===== config.mk =====
export PLATFORM = sky130hd
export DESIGN_NAME = ihdk_slot_map
export DESIGN_NICKNAME = d
export VERILOG_FILES = /design/src/rtl/ihdk_slot_map.sv
export SDC_FILE = /design/constraint.sdc
export NUM_CORES = 2
export LEC_CHECK = 0
export BUFFER_PORTS_ARGS = -buffer_cell sky130_fd_sc_hd__buf_2
export CAP_MARGIN = 25
export CORE_ASPECT_RATIO = 1.2
export CORE_MARGIN = 3
export CORE_UTILIZATION = 40
export CTS_BUF_LIST = sky130_fd_sc_hd__clkbuf_4 sky130_fd_sc_hd__clkbuf_8
export DETAILED_ROUTE_END_ITERATION = 16
export HOLD_SLACK_MARGIN = 0.1
export SYNTH_ARGS = -nofsm -noshare
export SYNTH_HDL_FRONTEND = slang
export SYNTH_SLANG_ARGS = --single-unit

===== constraint.sdc =====
create_clock -name clk -period 6.9 [get_ports clk]
set_input_delay 0.345 -clock clk [delete_from_list [all_inputs] [get_ports clk]]
set_output_delay 0.345 -clock clk [all_outputs]
set_load 0.05 [all_outputs]

===== src/rtl/ihdk_slot_map.sv =====
// Vertex to heap slot map: slot memory with a present bit per vertex held in flip-flops.
module ihdk_slot_map #(
    parameter int SLOT_W = 8
) (
    input  logic              clk,
    input  logic              rst_n,
    input  logic              we,
    input  logic [7:0]        waddr,
    input  logic [SLOT_W-1:0] wdata,
    input  logic [7:0]        raddr,
    output logic [SLOT_W-1:0] rdata,
    input  logic              set_en,
    input  logic [7:0]        set_vertex,
    input  logic              clr_en,
    input  logic [7:0]        clr_vertex,
    input  logic [7:0]        test_vertex,
    output logic              present
);

    logic [SLOT_W-1:0] mem [256];
    logic [255:0]      valid_reg;

    // Slot memory with registered read.
    always_ff @(posedge clk)
    begin
        if (we)
        begin
            mem[waddr] <= wdata;
        end
        rdata <= mem[raddr];
    end

    // Present bits, all absent after reset.
    always_ff @(posedge clk or negedge rst_n)
    begin
        if (!rst_n)
        begin
            valid_reg <= '0;
        end
        else
        begin
            if (set_en)
            begin
                valid_reg[set_vertex] <= 1'b1;
            end
            if (clr_en)
            begin
                valid_reg[clr_vertex] <= 1'b0;
            end
        end
    end

    assign present = valid_reg[test_vertex];

endmodule


==> metrics.cfg <==
[power]
clockPowerShare_pct = 40.3
leakage_nw = 34.1
seqPwrFrac_pct = 53.8
p_sw_share_pct = 22.5
vdd_ir_drop_max_mv = 0.218
power.switching_mw = 6.49
pwr-share-comb_pct = 5.9
p_int_mw = 22.3
power.density_mw_per_mm2 = 279

[detailed_routing]
drtIter0Drc = 4842
vias = 48900
postRouteAntennaNets = 0
wire_per_inst_um = 28.6
drt_first_pass_iters = 6
drc = 0
wl_um = 241000
drt-vias-per-instance = 5.80

[grt]
grt_pass1_wl_um = 353000
grt_max_degree = 170
track_usage_pct = 20.4
antenna_found_initial = 14
grt_overflow = 0
grt_pass1_vias = 50300

[placement]
pre_cts_slack_ps = 2500
routabilityCongestion = 0.822
placed_cell_area_mm2 = 0.0954
io_buffers = 61
hpwlAfterDp_um = 146000

[sta]
hold_viol = 0
grt_setup_unrepaired = false
clock.fmax_mhz = 245
setup_violations = 0
setup_ws_ps = 2830
slew_violations = 0
finalCriticalPeriod_ps = 4070
tightest_slew_ps = 1180
fin_crit_sh_pct = 59.0
fin_hold_ws_ps = 217
fin_skew_ps = 102
fin_setup_tns_ps = 0
slew_headroom_pct = 21.1

[cts]
cts.clk_slew.worst_paths_ps = 60
clock_latency_ps = 1090
cts_inserted_buffers = 383
clock-sinks = 2312
cts_root_buf = clkbuf_8
postCtsSetupBuffers = 0
cts_tree = done
clockBufferDepth = 4
cts_max_level = 5

[logic_synthesis]
synth_compound_area_share_pct = 5.63
ys_ff_latch = 2312
synth_cells = 4854
syn_area_per_cell_um2 = 18.9
yosysWarnings = 0
synth_nets = 4907
post_synth_xor_area_fraction_pct = 0
synth_flop_cell = edfxtp_1
synthSimpleGateAreaFrac_pct = 2.50
synth_fa_ha_area_share_pct = 0
netlist_area_mm2 = 0.0915
synthMuxAreaShare_pct = 15.8
synthDistinctLibCells = 50
synth_seq_area_share_pct = 74.4
synth_edf_count = 2048
async_flop_share_pct = 11.1
synth_top_family_by_area = multiplexers

[finish]
synthToLayoutAreaGrowth_pct = 13.0
largest_reg_flops = 2048
fin_util_pct = 45.7
drive_gt1_share_pct = 24.7
nets = 5230
fin_area_mm2 = 0.103
nFillCells = 19300

[critical_path]
worstPathArrival_ps = 3730
required_ps = 6550
endpoint_kind = primary output
crit_chain = mux4_2 -> mux2_2 -> a2111oi_0 -> o31ai_1 -> a211oi_1 -> a31oi_1 -> buf_2
worstPathMaxFanout = 2
crit_slowest_cell = a2111oi_0
worstSetupPathType = flip-flop to primary output
max_stage_delay_ps = 770
cp-start-kind = flip-flop

[die]
core_mm2 = 0.227
die_w_um = 443
row_count = 191
design.die.area_mm2 = 0.235
start_util_pct = 40.4
die_h_um = 530
io_pins = 62

[outcome]
status = completed

[flow_run]
drv_cap = 0

[hold_path]
hp-class = input port to flip-flop

## per-stage QoR
step | power (mW) | instances
floorplan | 16.7 | 4854
global placement | 17.4 | 7689
detailed placement | 17.5 | 7708
CTS | 29.1 | 8418
global route | 29.8 | 8438
finish | 28.8 | 8441
## final cells by class
class,instances,area (um2),share of cell area (%)
antenna,7,17.5,0.0169
timing repair buffer,254,2290,2.22
inverter,5,22.5,0.0218
sequential,2312,68100,65.8
tap,2991,3740,3.62
multi-input combinational,2221,22000,21.3
clock buffer,519,6390,6.18
clock inverter,132,848,0.820
## critical path: cells and delay by family (launching register included)
kind | cells | cell delay, ps
DFF | 1 | 380
buffers and inverters | 1 | 240
muxes | 2 | 770
AOI/OAI and AO/OA | 4 | 1300
## Yosys cell counts (8+ instances only)
library cell  count  area share [%]
mux4_2          498              12
edfxtp_1       2048              67
mux2_2           43            0.53
buf_6            23            0.28
a21oi_1         564             3.1
buf_1            19           0.078
o22ai_1          76            0.52
o21ai_0          13           0.071
o221ai_1         83            0.79
dfrtp_1         256             7.0
nand2b_1         16            0.11
o31ai_1          23            0.19
a211oi_1         23            0.19
nand2_1          58            0.24
dfxtp_1           8            0.17
a221oi_1         22            0.21
buf_4            27            0.22
mux2i_1         276             3.0
a22oi_1          32            0.26
a211o_1           8           0.077
nor3_1           42            0.23
a31oi_1          10           0.068
nor2_1          332             1.4
nor2b_1          20            0.14
buf_2            62            0.34
nand4_1           9           0.062
clkbuf_1        183            0.75
nand3_1          28            0.15
## timing repair
| item | CTS | global route |
|---|---|---|
| endpoints found under the hold margin | 1400 | 0 |
| resized for setup | 0 | 0 |
| hold buffers | 59 | 0 |
## path summary, 6_finish.rpt
kind	start	cells after the start	endpoint	slack, ps
max	valid_reg[162]	7	present	2830
min	waddr[4]	4	mem[122][6]	220
max reg2reg	mem[91][3]	6	rdata[3]	3940
min reg2reg	valid_reg[35]	2	valid_reg[35]	520
max in group asynchronous	rst_n	4	valid_reg[41]	5560
min in group asynchronous	rst_n	4	valid_reg[29]	600
## cells in the final DEF, fill, tap and decap left out, drive strengths merged, types with 9 or more instances in the layout
master,count
edfxtp,2048
a21oi,564
clkbuf,522
mux4,498
nor2,332
mux2i,276
dfrtp,256
buf,193
clkinv,116
o221ai,83
o22ai,76
dlygate4sd3,58
nand2,58
mux2,43
nor3,42
a22oi,32
nand3,28
o31ai,23
a211oi,23
a221oi,22
nor2b,20
nand2b,16
o21ai,13
a31oi,10
bufinv,10
nand4,9
## kinds of logic (layout without fill, tap and decap cells)
group                  Yosys count  count (layout)
DFF                           2312            2312
other                            0               7
and+or+nand+nor                533             533
buffers and inverters          321             910
muxes                          817             817
AOI/OAI and AO/OA              871             871
## power groups by stage
stage	clock [mW]	combinational, mW	sequential [mW]
3_3_place_gp	0	1.64	15.8
3_5_place_dp	0	1.67	15.8
6_report	11.6	1.70	15.5
2_1_floorplan	0	0.940	15.8
5_1_grt	12.5	1.81	15.5
4_1_cts	11.9	1.70	15.5
## per-layer routing
metal	global-route usage, %	routed length [um]	up-vias
li1	-	-	20600
met1	25.7	92800	25800
met2	35.3	124000	2048
met3	3.66	15500	455
met4	7.76	8540	2
met5	0	13	-
Power figures use the tool's default switching activity.
